<file path="src/design/atipd_pkg.sv">
// ----------------------------------------------------------------------------
// atipd_pkg
// Shared types and constants for the modem response and data frame parser.
// ----------------------------------------------------------------------------
`default_nettype none

package atipd_pkg;

	localparam int LINE_BUF   = 256;
	localparam int LINKS      = 5;
	localparam int MASK_W     = 5;
	localparam int LINE_CNT_W = $clog2(LINE_BUF + 1);
	localparam int LINE_LEN_W = 9;
	localparam int LLEN_W     = (LINE_CNT_W > LINE_LEN_W) ? LINE_CNT_W : LINE_LEN_W;
	localparam int RECENT_W   = 56;

	localparam logic [1:0] ADDR_OPEN_MASK = 2'd0;

	localparam logic [7:0]  CH_COMMA = ",";
	localparam logic [7:0]  CH_COLON = ":";
	localparam logic [7:0]  CH_LF    = 8'h0A;
	localparam logic [7:0]  CH_ZERO  = "0";
	localparam logic [7:0]  CH_NINE  = "9";
	localparam logic [39:0] IPD_TAG  = "+IPD,";
	localparam logic [31:0] OK_TAG   = "OK\r\n";
	localparam logic [55:0] ERR_TAG  = "ERROR\r\n";

	typedef enum logic [2:0] {
		KIND_TEXT    = 3'd0,
		KIND_HEADER  = 3'd1,
		KIND_DELIVER = 3'd2,
		KIND_DROP    = 3'd3,
		KIND_ABORT   = 3'd4
	} kind_t;

	typedef struct packed {
		logic ipd;
		logic ok;
		logic error;
	} match_t;

	typedef struct packed {
		kind_t                  kind;
		logic [7:0]             data_byte;
		logic [7:0]             link_id;
		logic                   packet_end;
		logic                   line_end;
		logic [LINE_LEN_W-1:0]  line_length;
		logic                   status_valid;
		logic                   status_error;
	} result_t;

endpackage

`default_nettype wire

</file>
<file path="src/design/atipd_line_match.sv">
// ----------------------------------------------------------------------------
// atipd_line_match
// Suffix compare of the current line against the frame tag and status words.
// ----------------------------------------------------------------------------
`default_nettype none

module atipd_line_match (
	input  wire logic [atipd_pkg::RECENT_W-1:0] recent,
	input  wire logic [2:0]                     avail,
	output atipd_pkg::match_t                   hit
);
	import atipd_pkg::*;

	always_comb begin
		hit.ipd   = (avail >= 3'd5) && (recent[39:0] == IPD_TAG);
		hit.ok    = (avail >= 3'd4) && (recent[31:0] == OK_TAG);
		hit.error = (avail == 3'd7) && (recent[55:0] == ERR_TAG);
	end

endmodule

`default_nettype wire

</file>
<file path="src/design/atipd_parser.sv">
// ----------------------------------------------------------------------------
// atipd_parser
// Parse state and one-byte step logic: line tracking, header decode, payload.
// ----------------------------------------------------------------------------
`default_nettype none

module atipd_parser (
	input  wire logic                         clk,
	input  wire logic                         arst_n,
	input  wire logic                         advance,
	input  wire logic [7:0]                   rx_byte,
	input  wire logic [atipd_pkg::MASK_W-1:0] open_link_mask,
	output atipd_pkg::result_t                res
);
	import atipd_pkg::*;

	localparam int MASK_IDX_W = (MASK_W > 1) ? $clog2(MASK_W) : 1;

	typedef enum logic [2:0] {
		MODE_LINE,
		MODE_LINK,
		MODE_LEN,
		MODE_SKIP,
		MODE_DATA
	} mode_t;

	mode_t                  mode_q, mode_d;
	logic [RECENT_W-1:0]    rec_q, rec_d;
	logic [LINE_CNT_W-1:0]  cnt_q, cnt_d;
	logic [7:0]             link_q, link_d;
	logic [15:0]            len_q, len_d;
	logic [15:0]            seen_q, seen_d;
	logic                   open_q, open_d;

	logic [RECENT_W-1:0]    rec_shift;
	logic [LINE_CNT_W:0]    cnt_inc;
	logic [LINE_CNT_W-1:0]  cnt_wr;
	logic [LLEN_W-1:0]      cnt_ext;
	logic [2:0]             avail;
	match_t                 match;
	logic                   digit;
	logic [19:0]            len_ext;
	logic [19:0]            prod;
	logic [15:0]            len_acc;
	logic [7:0]             link_sat;

	function automatic logic lookup(input logic [7:0] link, input logic [MASK_W-1:0] mask);
		logic r;
		r = 1'b0;
		if (link < 8'(LINKS) && link < 8'(MASK_W)) begin
			r = mask[link[MASK_IDX_W-1:0]];
		end
		return r;
	endfunction

	assign rec_shift = {rec_q[RECENT_W-9:0], rx_byte};
	assign cnt_inc   = {1'b0, cnt_q} + (LINE_CNT_W+1)'(1);
	assign cnt_wr    = (cnt_inc >= (LINE_CNT_W+1)'(LINE_BUF)) ? '0 : cnt_inc[LINE_CNT_W-1:0];
	assign cnt_ext   = LLEN_W'(cnt_wr);
	assign avail     = (cnt_wr >= LINE_CNT_W'(7)) ? 3'd7 : cnt_wr[2:0];

	atipd_line_match u_match (
		.recent (rec_shift),
		.avail  (avail),
		.hit    (match)
	);

	assign digit    = (rx_byte >= CH_ZERO) && (rx_byte <= CH_NINE);
	assign len_ext  = {4'b0, len_q};
	assign prod     = (len_ext << 3) + (len_ext << 1) + {16'b0, rx_byte[3:0]};
	assign len_acc  = (prod > 20'd65535) ? 16'hFFFF : prod[15:0];
	assign link_sat = (len_q > 16'd255) ? 8'hFF : len_q[7:0];

	always_comb begin
		mode_d = mode_q;
		rec_d  = rec_q;
		cnt_d  = cnt_q;
		link_d = link_q;
		len_d  = len_q;
		seen_d = seen_q;
		open_d = open_q;

		res              = '0;
		res.kind         = KIND_HEADER;
		res.data_byte    = rx_byte;
		res.link_id      = link_q;

		unique case (mode_q)
			MODE_LINE: begin
				res.kind    = KIND_TEXT;
				res.link_id = 8'd0;
				rec_d       = rec_shift;
				cnt_d       = cnt_wr;
				if (match.ipd) begin
					res.kind = KIND_HEADER;
					mode_d   = MODE_LINK;
					cnt_d    = '0;
					rec_d    = '0;
					link_d   = 8'd0;
					len_d    = 16'd0;
					seen_d   = 16'd0;
					open_d   = 1'b0;
				end else if (rx_byte == CH_LF) begin
					res.line_end     = 1'b1;
					res.line_length  = (cnt_ext > LLEN_W'(511)) ? 9'd511
						: cnt_ext[LINE_LEN_W-1:0];
					res.status_valid = match.ok || match.error;
					res.status_error = !match.ok && match.error;
					cnt_d            = '0;
					rec_d            = '0;
				end
			end
			MODE_LINK: begin
				if (digit) begin
					len_d = len_acc;
				end else if (rx_byte == CH_COMMA) begin
					link_d = link_sat;
					len_d  = 16'd0;
					open_d = lookup(link_sat, open_link_mask);
					mode_d = MODE_LEN;
				end else if (rx_byte == CH_COLON && len_q != 16'd0) begin
					link_d = 8'd0;
					open_d = lookup(8'd0, open_link_mask);
					mode_d = MODE_DATA;
				end else begin
					res.kind = KIND_ABORT;
					mode_d   = MODE_LINE;
					cnt_d    = '0;
					rec_d    = '0;
				end
				res.link_id = link_d;
			end
			MODE_LEN: begin
				if (digit) begin
					len_d = len_acc;
				end else if ((rx_byte == CH_COMMA || rx_byte == CH_COLON)
					&& len_q != 16'd0) begin
					mode_d = (rx_byte == CH_COMMA) ? MODE_SKIP : MODE_DATA;
				end else begin
					res.kind = KIND_ABORT;
					mode_d   = MODE_LINE;
					cnt_d    = '0;
					rec_d    = '0;
				end
			end
			MODE_SKIP: begin
				if (rx_byte == CH_COLON) begin
					mode_d = MODE_DATA;
				end
			end
			MODE_DATA: begin
				res.kind = open_q ? KIND_DELIVER : KIND_DROP;
				seen_d   = seen_q + 16'd1;
				if (seen_d >= len_q) begin
					res.packet_end = 1'b1;
					mode_d         = MODE_LINE;
					cnt_d          = '0;
					rec_d          = '0;
				end
			end
			default: begin
				mode_d = MODE_LINE;
			end
		endcase
	end

	always_ff @(posedge clk or negedge arst_n) begin
		if (!arst_n) begin
			mode_q <= MODE_LINE;
			rec_q  <= '0;
			cnt_q  <= '0;
			link_q <= 8'd0;
			len_q  <= 16'd0;
			seen_q <= 16'd0;
			open_q <= 1'b0;
		end else if (advance) begin
			mode_q <= mode_d;
			rec_q  <= rec_d;
			cnt_q  <= cnt_d;
			link_q <= link_d;
			len_q  <= len_d;
			seen_q <= seen_d;
			open_q <= open_d;
		end
	end

	a_data_len_nonzero: assert property (@(posedge clk) disable iff (!arst_n)
		mode_q == MODE_DATA |-> len_q != 16'd0)
		else $error("payload mode with zero frame length");

	a_data_seen_below_len: assert property (@(posedge clk) disable iff (!arst_n)
		mode_q == MODE_DATA |-> seen_q < len_q)
		else $error("payload count reached frame length without leaving payload mode");

	a_open_link_in_range: assert property (@(posedge clk) disable iff (!arst_n)
		open_q |-> link_q < 8'(LINKS))
		else $error("link marked open while out of range");

endmodule

`default_nettype wire

</file>
<file path="src/design/at_ipd_frame_and_reply_parser_core.sv">
// ----------------------------------------------------------------------------
// at_ipd_frame_and_reply_parser_core
// Modem receive byte parser: response lines with status, +IPD data frames.
// ----------------------------------------------------------------------------
//  channel   | dir | contents
//  s_*       | in  | tdata[7:0] rx_byte
//  m_*       | out | tdata data_byte/link_id/line info, tuser kind, tlast packet_end
//  apb       | cfg | 0x0 open_link_mask[4:0]
//
//  one byte per cycle sustained while m_tready stays high; path from input to result:
//  input register, then parse step and result register; parse state
//  updates as the byte moves into the result register
//  m_tready low holds the result and one more byte in the input register
//  reset clears parse state, link mask and both valid flags
// ----------------------------------------------------------------------------
`default_nettype none

module at_ipd_frame_and_reply_parser_core (
	input  wire logic        clk,
	input  wire logic        arst_n,

	input  wire logic        s_tvalid,
	output logic             s_tready,
	input  wire logic [7:0]  s_tdata,   // [7:0] rx_byte

	output logic             m_tvalid,
	input  wire logic        m_tready,
	output logic [31:0]      m_tdata,   // [7:0] data_byte, [15:8] link_id, [16] line_end,
	                                    // [25:17] line_length, [26] status_valid,
	                                    // [27] status_error, [31:28] zero
	output logic [2:0]       m_tuser,   // [2:0] kind
	output logic             m_tlast,   // packet_end

	input  wire logic        psel,
	input  wire logic        penable,
	input  wire logic        pwrite,
	input  wire logic [1:0]  paddr,
	input  wire logic [31:0] pwdata,
	output logic [31:0]      prdata,
	output logic             pready
);
	import atipd_pkg::*;

	logic              valid_s1;
	logic [7:0]        byte_s1;
	logic              valid_s2;
	result_t           res_s2;
	result_t           res;
	logic [MASK_W-1:0] mask_q;
	logic              advance;

	// config port
	assign pready = 1'b1;
	assign prdata = (paddr == ADDR_OPEN_MASK) ? {{(32-MASK_W){1'b0}}, mask_q} : 32'd0;

	always_ff @(posedge clk or negedge arst_n) begin
		if (!arst_n) begin
			mask_q <= '0;
		end else if (psel && penable && pwrite && pready && paddr == ADDR_OPEN_MASK) begin
			mask_q <= pwdata[MASK_W-1:0];
		end
	end

	// stage handshake
	assign advance  = valid_s1 && (!valid_s2 || m_tready);
	assign s_tready = !valid_s1 || advance;

	always_ff @(posedge clk or negedge arst_n) begin
		if (!arst_n) begin
			valid_s1 <= 1'b0;
			valid_s2 <= 1'b0;
		end else begin
			if (s_tready) begin
				valid_s1 <= s_tvalid;
			end
			if (advance) begin
				valid_s2 <= 1'b1;
			end else if (m_tready) begin
				valid_s2 <= 1'b0;
			end
		end
	end

	always_ff @(posedge clk) begin
		if (s_tvalid && s_tready) begin
			byte_s1 <= s_tdata;
		end
		if (advance) begin
			res_s2 <= res;
		end
	end

	atipd_parser u_parser (
		.clk            (clk),
		.arst_n         (arst_n),
		.advance        (advance),
		.rx_byte        (byte_s1),
		.open_link_mask (mask_q),
		.res            (res)
	);

	assign m_tvalid = valid_s2;
	assign m_tuser  = res_s2.kind;
	assign m_tlast  = res_s2.packet_end;
	assign m_tdata  = {4'b0, res_s2.status_error, res_s2.status_valid, res_s2.line_length,
		res_s2.line_end, res_s2.link_id, res_s2.data_byte};

	a_last_is_payload: assert property (@(posedge clk) disable iff (!arst_n)
		m_tvalid && m_tlast |-> (m_tuser == KIND_DELIVER || m_tuser == KIND_DROP))
		else $error("packet end on a non-payload result");

	a_line_end_is_text: assert property (@(posedge clk) disable iff (!arst_n)
		m_tvalid && res_s2.line_end |-> m_tuser == KIND_TEXT)
		else $error("line end on a non-text result");

	a_status_needs_line_end: assert property (@(posedge clk) disable iff (!arst_n)
		m_tvalid && res_s2.status_valid |-> res_s2.line_end)
		else $error("status reported without line end");

endmodule

`default_nettype wire
</file>
<file path="config.mk">
export PLATFORM = sky130hd
export DESIGN_NAME = at_ipd_frame_and_reply_parser_core
export DESIGN_NICKNAME = d
export VERILOG_FILES = /design/src/design/atipd_pkg.sv /design/src/design/atipd_line_match.sv /design/src/design/atipd_parser.sv /design/src/design/at_ipd_frame_and_reply_parser_core.sv
export SDC_FILE = /design/constraint.sdc
export NUM_CORES = 1
export LEC_CHECK = 0
export BUFFER_PORTS_ARGS = -buffer_cell sky130_fd_sc_hd__buf_2
export CORE_ASPECT_RATIO = 0.8
export CORE_MARGIN = 2
export CORE_UTILIZATION = 55
export CTS_BUF_LIST = sky130_fd_sc_hd__clkbuf_8
export DETAILED_ROUTE_END_ITERATION = 7
export PLACE_DENSITY = 0.86
export SLEW_MARGIN = 40
export SYNTH_ARGS = -nofsm -noshare
export SYNTH_HDL_FRONTEND = slang
export SYNTH_SLANG_ARGS = --single-unit
</file>
<file path="constraint.sdc">
create_clock -name clk -period 9.7 [get_ports clk]
set_clock_uncertainty 0.15 [all_clocks]
set_input_delay 1.94 -clock clk [delete_from_list [all_inputs] [get_ports clk]]
set_output_delay 1.94 -clock clk [all_outputs]
set_load 0.01 [all_outputs]
</file>
Word-level counts from Yosys, hierarchy flattened
Cells that the tools add are included.
{"block": "word_totals", "ff_bits": 148, "word_cells": 160, "input_bits": 49, "out_inout_bits": 71}
{"block": "op_classes", "muxes": 66, "n_reduce_logical": 35, "bitwise": 2, "add_sub_neg": 4, "eq_ne": 22, "n_lt_le_gt_ge": 12}
{"cell": "48-bit 2-to-1 mux", "n": 8}
{"cell": "48-bit one-hot mux with 4 select lines", "n": 1}
{"cell": "9-bit 2-to-1 mux", "n": 10}
{"cell": "16-bit 2-to-1 mux", "n": 5}
{"cell": "56-bit by 55-bit equality test with 1-bit output (second input constant)", "n": 1}
{"cell": "16-bit one-hot mux with 3 select lines", "n": 1}
{"cell": "3-bit 2-to-1 mux", "n": 15}
{"cell": "40-bit by 38-bit equality test with 1-bit output (second input constant)", "n": 1}
{"cell": "8-bit 2-to-1 mux", "n": 5}
{"cell": "9-bit one-hot mux with 4 select lines", "n": 1}
{"cell": "32-bit by 31-bit equality test with 1-bit output (second input constant)", "n": 1}
{"cell": "16-bit one-hot mux with 2 select lines", "n": 1}
{"cell": "8-bit one-hot mux with 2 select lines", "n": 2}
{"cell": "19-bit by 17-bit adder with 20-bit output", "n": 1}
{"cell": "20-bit by 4-bit adder with 20-bit output", "n": 1}
{"cell": "20-bit by 16-bit greater-than comparator with 1-bit output (second input constant)", "n": 1}
{"cell": "16-bit by 1-bit adder with 16-bit output (second input constant)", "n": 1}
{"cell": "8-bit by 6-bit equality test with 1-bit output (second input constant)", "n": 2}
{"cell": "16-bit >= comparator", "n": 1}
{"cell": "16-bit by 8-bit greater-than comparator with 1-bit output (second input constant)", "n": 1}
{"cell": "16-bit nonzero test", "n": 1}
{"cell": "3-bit one-hot mux with 5 select lines", "n": 1}
{"cell": "1-bit logical AND", "n": 12}
{"cell": "12-bit 2-to-1 mux", "n": 1}
{"cell": "other kinds (35)", "n": 66}

Longest topological paths before layout
{"block": "depth", "ltp_word": 10, "ltp_mapped": 19, "ltp_nobuf": 15}

By module
A second synthesis with hierarchy kept.
{"block": "hier_totals", "cells_unflattened": 887, "hier_area_um2": 8857.2}
{"mod": "atipd_parser", "area_per_inst_um2": 6801.5, "seq_area_each_um2": 2527.4, "instances": 1, "cells_each": 757}
{"mod": "at_ipd_frame_and_reply_parser_core", "area_per_inst_um2": 1789.2, "seq_area_each_um2": 1376.3, "instances": 1, "cells_each": 99}
{"mod": "atipd_line_match", "area_per_inst_um2": 266.5, "seq_area_each_um2": 0.0, "instances": 1, "cells_each": 31}

Worst setup path before layout
No wires, ideal clock.
{"block": "synth_path", "path_type": "input to output", "start": "input port paddr[1]", "end": "output port prdata[0]", "t_arrival_ns": 2.316, "t_required_ns": 7.610, "slack_ns": 5.294, "n_path_buf": 0, "cell_stages": 2, "path_cell_list": "nor2_1 > and2_1"}
{"block": "synth_via", "elab_chain_cells": 2}
{"element": "start: declaration", "line": "at_ipd_frame_and_reply_parser_core.sv:37", "rtl": "input wire logic [1:0] paddr,"}
{"element": "2-bit logical NOT", "line": "at_ipd_frame_and_reply_parser_core.sv:54", "rtl": "assign prdata = (paddr == ADDR_OPEN_MASK) ? {{(32-MASK_W){1'b0}}, mask_q} : 32'd0;"}
{"element": "5-bit 2-to-1 mux", "line": "at_ipd_frame_and_reply_parser_core.sv:54"}
{"element": "end: declaration", "line": "at_ipd_frame_and_reply_parser_core.sv:39", "rtl": "output logic [31:0] prdata,"}
Every way passes these cells.

Worst setup path in the final report
{"block": "layout_path", "start": "input port paddr[1]", "end": "output port prdata[4]"}
Same word-level chain as after synthesis.

==> report_table.html <==
<table>
<tr><th>Metric</th><th>Value</th></tr>
<tr><th colspan="2">Die</th></tr>
<tr><td>Total number of placement rows</td><td>40</td></tr>
<tr><td>Starting density of the core</td><td>0.560</td></tr>
<tr><td>Standard cell core area</td><td>0.0150 mm^2</td></tr>
<tr><td>Horizontal die dimension</td><td>142 um</td></tr>
<tr><td>Die Span Y</td><td>114 um</td></tr>
<tr><td>Number of placed I/O pins</td><td>120</td></tr>
<tr><td>Die ar.</td><td>0.0162 mm^2</td></tr>
<tr><th colspan="2">Detailed routing</th></tr>
<tr><td>Post-detailed-route via-to-cell ratio</td><td>5.85</td></tr>
<tr><td>Number of vias after detailed routing</td><td>6459</td></tr>
<tr><td>Average routed wire per standard cell</td><td>15.8 um</td></tr>
<tr><td>Antenna Nets Post-Route</td><td>0</td></tr>
<tr><td>Violation count after the first detailed-route iteration</td><td>678</td></tr>
<tr><td>1st-pass router iterations</td><td>6</td></tr>
<tr><td>Post-detailed-route DRC marker count</td><td>0</td></tr>
<tr><td>Total wirelength of the detailed-routed design</td><td>17.5 mm</td></tr>
<tr><th colspan="2">Timing</th></tr>
<tr><td>Worst-case hold slack</td><td>0.325 ns</td></tr>
<tr><td>Finish-stage setup viols</td><td>0</td></tr>
<tr><td>Count of endpoints failing hold in the final timing report</td><td>0</td></tr>
<tr><td>Worst-margin pin slew</td><td>0.775 ns</td></tr>
<tr><td>Number of pins exceeding their max-slew limit in the final report</td><td>0</td></tr>
<tr><td>Setup TNS Final</td><td>0 ns</td></tr>
<tr><td>Fraction of the cycle the final worst path needs</td><td>0.481</td></tr>
<tr><td>Fmax</td><td>214 MHz</td></tr>
<tr><td>Max transition margin</td><td>0.483</td></tr>
<tr><td>Unrepaired setup endpoints after global routing</td><td>false</td></tr>
<tr><td>Crit path time final</td><td>4.66 ns</td></tr>
<tr><th colspan="2">Worst setup path</th></tr>
<tr><td>Type of destination of the critical path</td><td>output port</td></tr>
<tr><td>Crit Path Category</td><td>input pin to output port</td></tr>
<tr><td>Cell type group with the largest total delay on the critical path</td><td>simple AND/OR/NAND/NOR gates</td></tr>
<tr><td>Critical path origin</td><td>paddr[1]</td></tr>
<tr><td>Worst path max stage delay</td><td>0.23 ns</td></tr>
<tr><td>WP data required</td><td>7.61 ns</td></tr>
<tr><td>Ordered list of cells on the worst path</td><td>buf_2, nor2_1, and2_1, buf_2</td></tr>
<tr><td>Arrival time at the worst endpoint</td><td>2.57 ns</td></tr>
<tr><td>Worst Setup Start Kind</td><td>input pin</td></tr>
<tr><td>Launch instance of the worst register-to-register path</td><td>u_parser.seen_q[0]</td></tr>
<tr><td>Largest fanout on the critical path</td><td>6</td></tr>
<tr><td>Worst path most repeated cell</td><td>buf_2</td></tr>
<tr><td>CP bufs+invs</td><td>2</td></tr>
<tr><td>CP max stage cell</td><td>nor2_1</td></tr>
<tr><th colspan="2">Clock network</th></tr>
<tr><td>Post-CTS clock slew at the launch and capture registers of the worst setup and hold paths</td><td>0.08 ns</td></tr>
<tr><td>Post-CTS setup repair buffer count</td><td>0</td></tr>
<tr><td>Count of cells resized by post-cts repair</td><td>0</td></tr>
<tr><td>Clock insertion delay at the later pin of the skew report</td><td>0.45 ns</td></tr>
<tr><td># clock sinks</td><td>148</td></tr>
<tr><td>Hold_buf cts</td><td>0</td></tr>
<tr><td>Clock tree from TritonCTS</td><td>built</td></tr>
<tr><td>Root buffer cell</td><td>clkbuf_8</td></tr>
<tr><td>Clk buf depth</td><td>2</td></tr>
<tr><td>CTS HTree Levels</td><td>4</td></tr>
<tr><td>Number of buffers created by CTS</td><td>17</td></tr>
<tr><th colspan="2">Pwr</th></tr>
<tr><td>Lkg Pwr</td><td>0.00429 uW</td></tr>
<tr><td>Worst IR drop on VDD</td><td>0.0869 mV</td></tr>
<tr><td>Power Total</td><td>1460 uW</td></tr>
<tr><td>Power density over cell area</td><td>161 mW/mm^2</td></tr>
<tr><th colspan="2">Yosys</th></tr>
<tr><td>Dominant register cell in the synthesized netlist</td><td>dfrtp_1</td></tr>
<tr><td>Portion of the post-synthesis area used by sequential elements</td><td>0.466</td></tr>
<tr><td>Biggest area consumer among synthesized cells</td><td>dfrtp_1</td></tr>
<tr><td>Mean cell area of the mapped netlist</td><td>9.82 um^2</td></tr>
<tr><td>Top cells by area in the synthesized netlist</td><td>dfrtp_1, edfxtp_1, ha_1</td></tr>
<tr><td>Post-Synthesis Cell Area</td><td>0.00838 mm^2</td></tr>
<tr><td>Async SR Flop Fraction</td><td>0.730</td></tr>
<tr><td>Synth top area share</td><td>0.323</td></tr>
<tr><td>Cell count after synthesis</td><td>853</td></tr>
<tr><td>Warnings from Yosys</td><td>0</td></tr>
<tr><td>Number of synthesized register bits</td><td>148</td></tr>
<tr><td>Number of library cell types mapped by synthesis</td><td>67</td></tr>
<tr><td>Number of flops mapped to enable cells by yosys</td><td>40</td></tr>
<tr><th colspan="2">Finish</th></tr>
<tr><td>Area taken by multi-input logic gates</td><td>0.00412 mm^2</td></tr>
<tr><td>Fraction of layout instances using a drive strength above 1</td><td>0.130</td></tr>
<tr><td>Number of fill cells</td><td>1196</td></tr>
<tr><td>Layout-stage area growth over the synthesis result</td><td>8.27%</td></tr>
<tr><td>Ant. Diodes</td><td>0</td></tr>
<tr><td>Total Nets Final</td><td>1002</td></tr>
<tr><td>Sequential standard cell area</td><td>0.00390 mm^2</td></tr>
<tr><th colspan="2">Min path</th></tr>
<tr><td>Worst hold-check path type</td><td>flop to flop</td></tr>
<tr><td>Startpoint of the most critical hold path</td><td>u_parser.rec_q[42]</td></tr>
<tr><th colspan="2">Global routing</th></tr>
<tr><td>Initial antenna violation count</td><td>0</td></tr>
<tr><td>Via count of the first global-routing pass</td><td>5870</td></tr>
<tr><td>Largest net degree at the start of global routing</td><td>109</td></tr>
<tr><td>Global Route Usage Sum</td><td>0.228</td></tr>
<tr><td>Aggregate global routing overflow</td><td>0</td></tr>
<tr><td>First-pass GRT wire length</td><td>29.4 mm</td></tr>
<tr><th colspan="2">Run status</th></tr>
<tr><td>Status</td><td>complete, no violations</td></tr>
<tr><th colspan="2">Job</th></tr>
<tr><td>Max cap viols</td><td>0</td></tr>
<tr><th colspan="2">Placement</th></tr>
<tr><td>Sum of net half-perimeters after detailed placement</td><td>12.5 mm</td></tr>
<tr><td>Port bufs</td><td>60</td></tr>
<tr><td>Final GP Congestion</td><td>0.903</td></tr>
</table>
[placed cells by master, fill, tap and decap left out, drive strengths merged, types with 5 or more instances in the layout]
cell    netlist  routed
a211oi        7       7
a21o         16      16
a21oi        22      22
a221o        17      17
a22o         17      17
a31oi        10      10
and2         14      14
and3         10      10
buf          42      65
clkbuf       24      17
clkinv        0       6
conb          2      33
dfrtp       108     108
edfxtp       40      40
ha           49      49
inv          25      30
mux2          7       7
nand2       140     140
nand2b        6       6
nand3        30      30
nand4         9       9
nor2         48      48
nor2b         5       5
nor3          8       8
nor4          8       8
o211ai        5       5
o21a          5       5
o21ai        77      77
o31ai        11      11
xnor2        17      17
xor2         13      13
[per-stage QoR]
stage          worst slack [ns]   util  instance area (um^2)  std cells
2_1_floorplan              5.29      -                  8500        884
3_3_place_gp               5.09  0.580                  8680       1071
3_5_place_dp               5.05  0.581                  8690       1072
4_1_cts                    5.01  0.606                  9070       1104
5_1_grt                    4.66  0.606                  9070       1104
6_report                   5.04  0.606                  9070       1104
[final cells by class]
type / count / share of cell area
clock buffers: 17 / 0.0258
multi-input cells: 645 / 0.454
flip-flops and latches: 148 / 0.430
repair buffers: 65 / 0.0379
well taps: 189 / 0.0261
clock inverters: 15 / 0.0157
inverters: 25 / 0.0103
[path summary, 6_finish.rpt]
path / slack, ns / cells past startpoint / to
setup / recovery: 5.04 / 4 / prdata[4]
hold / removal: 0.32 / 2 / u_parser.rec_q[42]
setup reg to reg: 5.12 / 15 / u_parser.rec_q[7]
hold reg to reg: 0.32 / 2 / u_parser.rec_q[42]
max in group asynchronous: 6.87 / 2 / u_parser.cnt_q[4]
min in group asynchronous: 1.38 / 1 / u_parser.rec_q[23]
[synthesized netlist by cell type, drive strengths merged, types with 4 or more instances]
library cell  number
a211oi             7
a21boi             4
a21o              16
a21oi             22
a221o             17
a22o              17
a31oi             10
and2              14
and3              10
and4               4
buf               42
clkbuf            24
dfrtp            108
edfxtp            40
ha                49
inv               25
mux2               7
mux2i              4
nand2            140
nand2b             6
nand3             30
nand4              9
nor2              48
nor2b              5
nor3               8
nor4               8
nor4b              4
nor4bb             4
o211ai             5
o21a               5
o21ai             77
o31ai             11
or2                4
or3                4
or4                4
xnor2             17
xor2              13
[tightest hold or removal path, delay by kind of cell (launching register included)]
family / cells / cell delay (ns)
AND/OR/NAND/NOR: 1 / 0.04
flip-flops: 1 / 0.35
AO/OA/AOI/OAI: 1 / 0.05
[where the power goes]
part	internal, uW	switching [uW]	leakage (uW)
registers	718	73.3	0.00183
logic	82.6	125	0.00226
clock network	226	233	0.000195
total	1030	431	0.00429
[registers in the layout, indices dropped and copies added, names as in the netlist]
register,cells
m_tvalid,1
u_parser.rec_q,48
byte_s1,8
u_parser.open_q,1
m_tuser,3
u_parser.mode_q,3
u_parser.cnt_q,9
m_tlast,1
u_parser.len_q,16
mask_q,5
valid_s1,1
u_parser.link_q,8
m_tdata,28
u_parser.seen_q,16
[kinds of logic (layout without fill, tap and decap cells)]
| group | count (synthesis) | count (layout) | synth area share |
|---|---|---|---|
| compound gates | 209 | 209 | 0.170 |
| xor+xnor | 30 | 30 | 0.0314 |
| fa+ha+maj | 51 | 51 | 0.0779 |
| buf+inv | 91 | 122 | 0.0572 |
| flops | 148 | 148 | 0.466 |
| mux | 11 | 11 | 0.0146 |
| other cells | 2 | 33 | 0.000896 |
| simple gates | 311 | 311 | 0.182 |
[routing by layer]
layer	share of wire	track usage
met2	0.43	0.322
met5	0	0
met3	0.060	0.0452
met4	0.0077	0.0580
met1	0.51	0.358
Power figures use the tool's default switching activity.
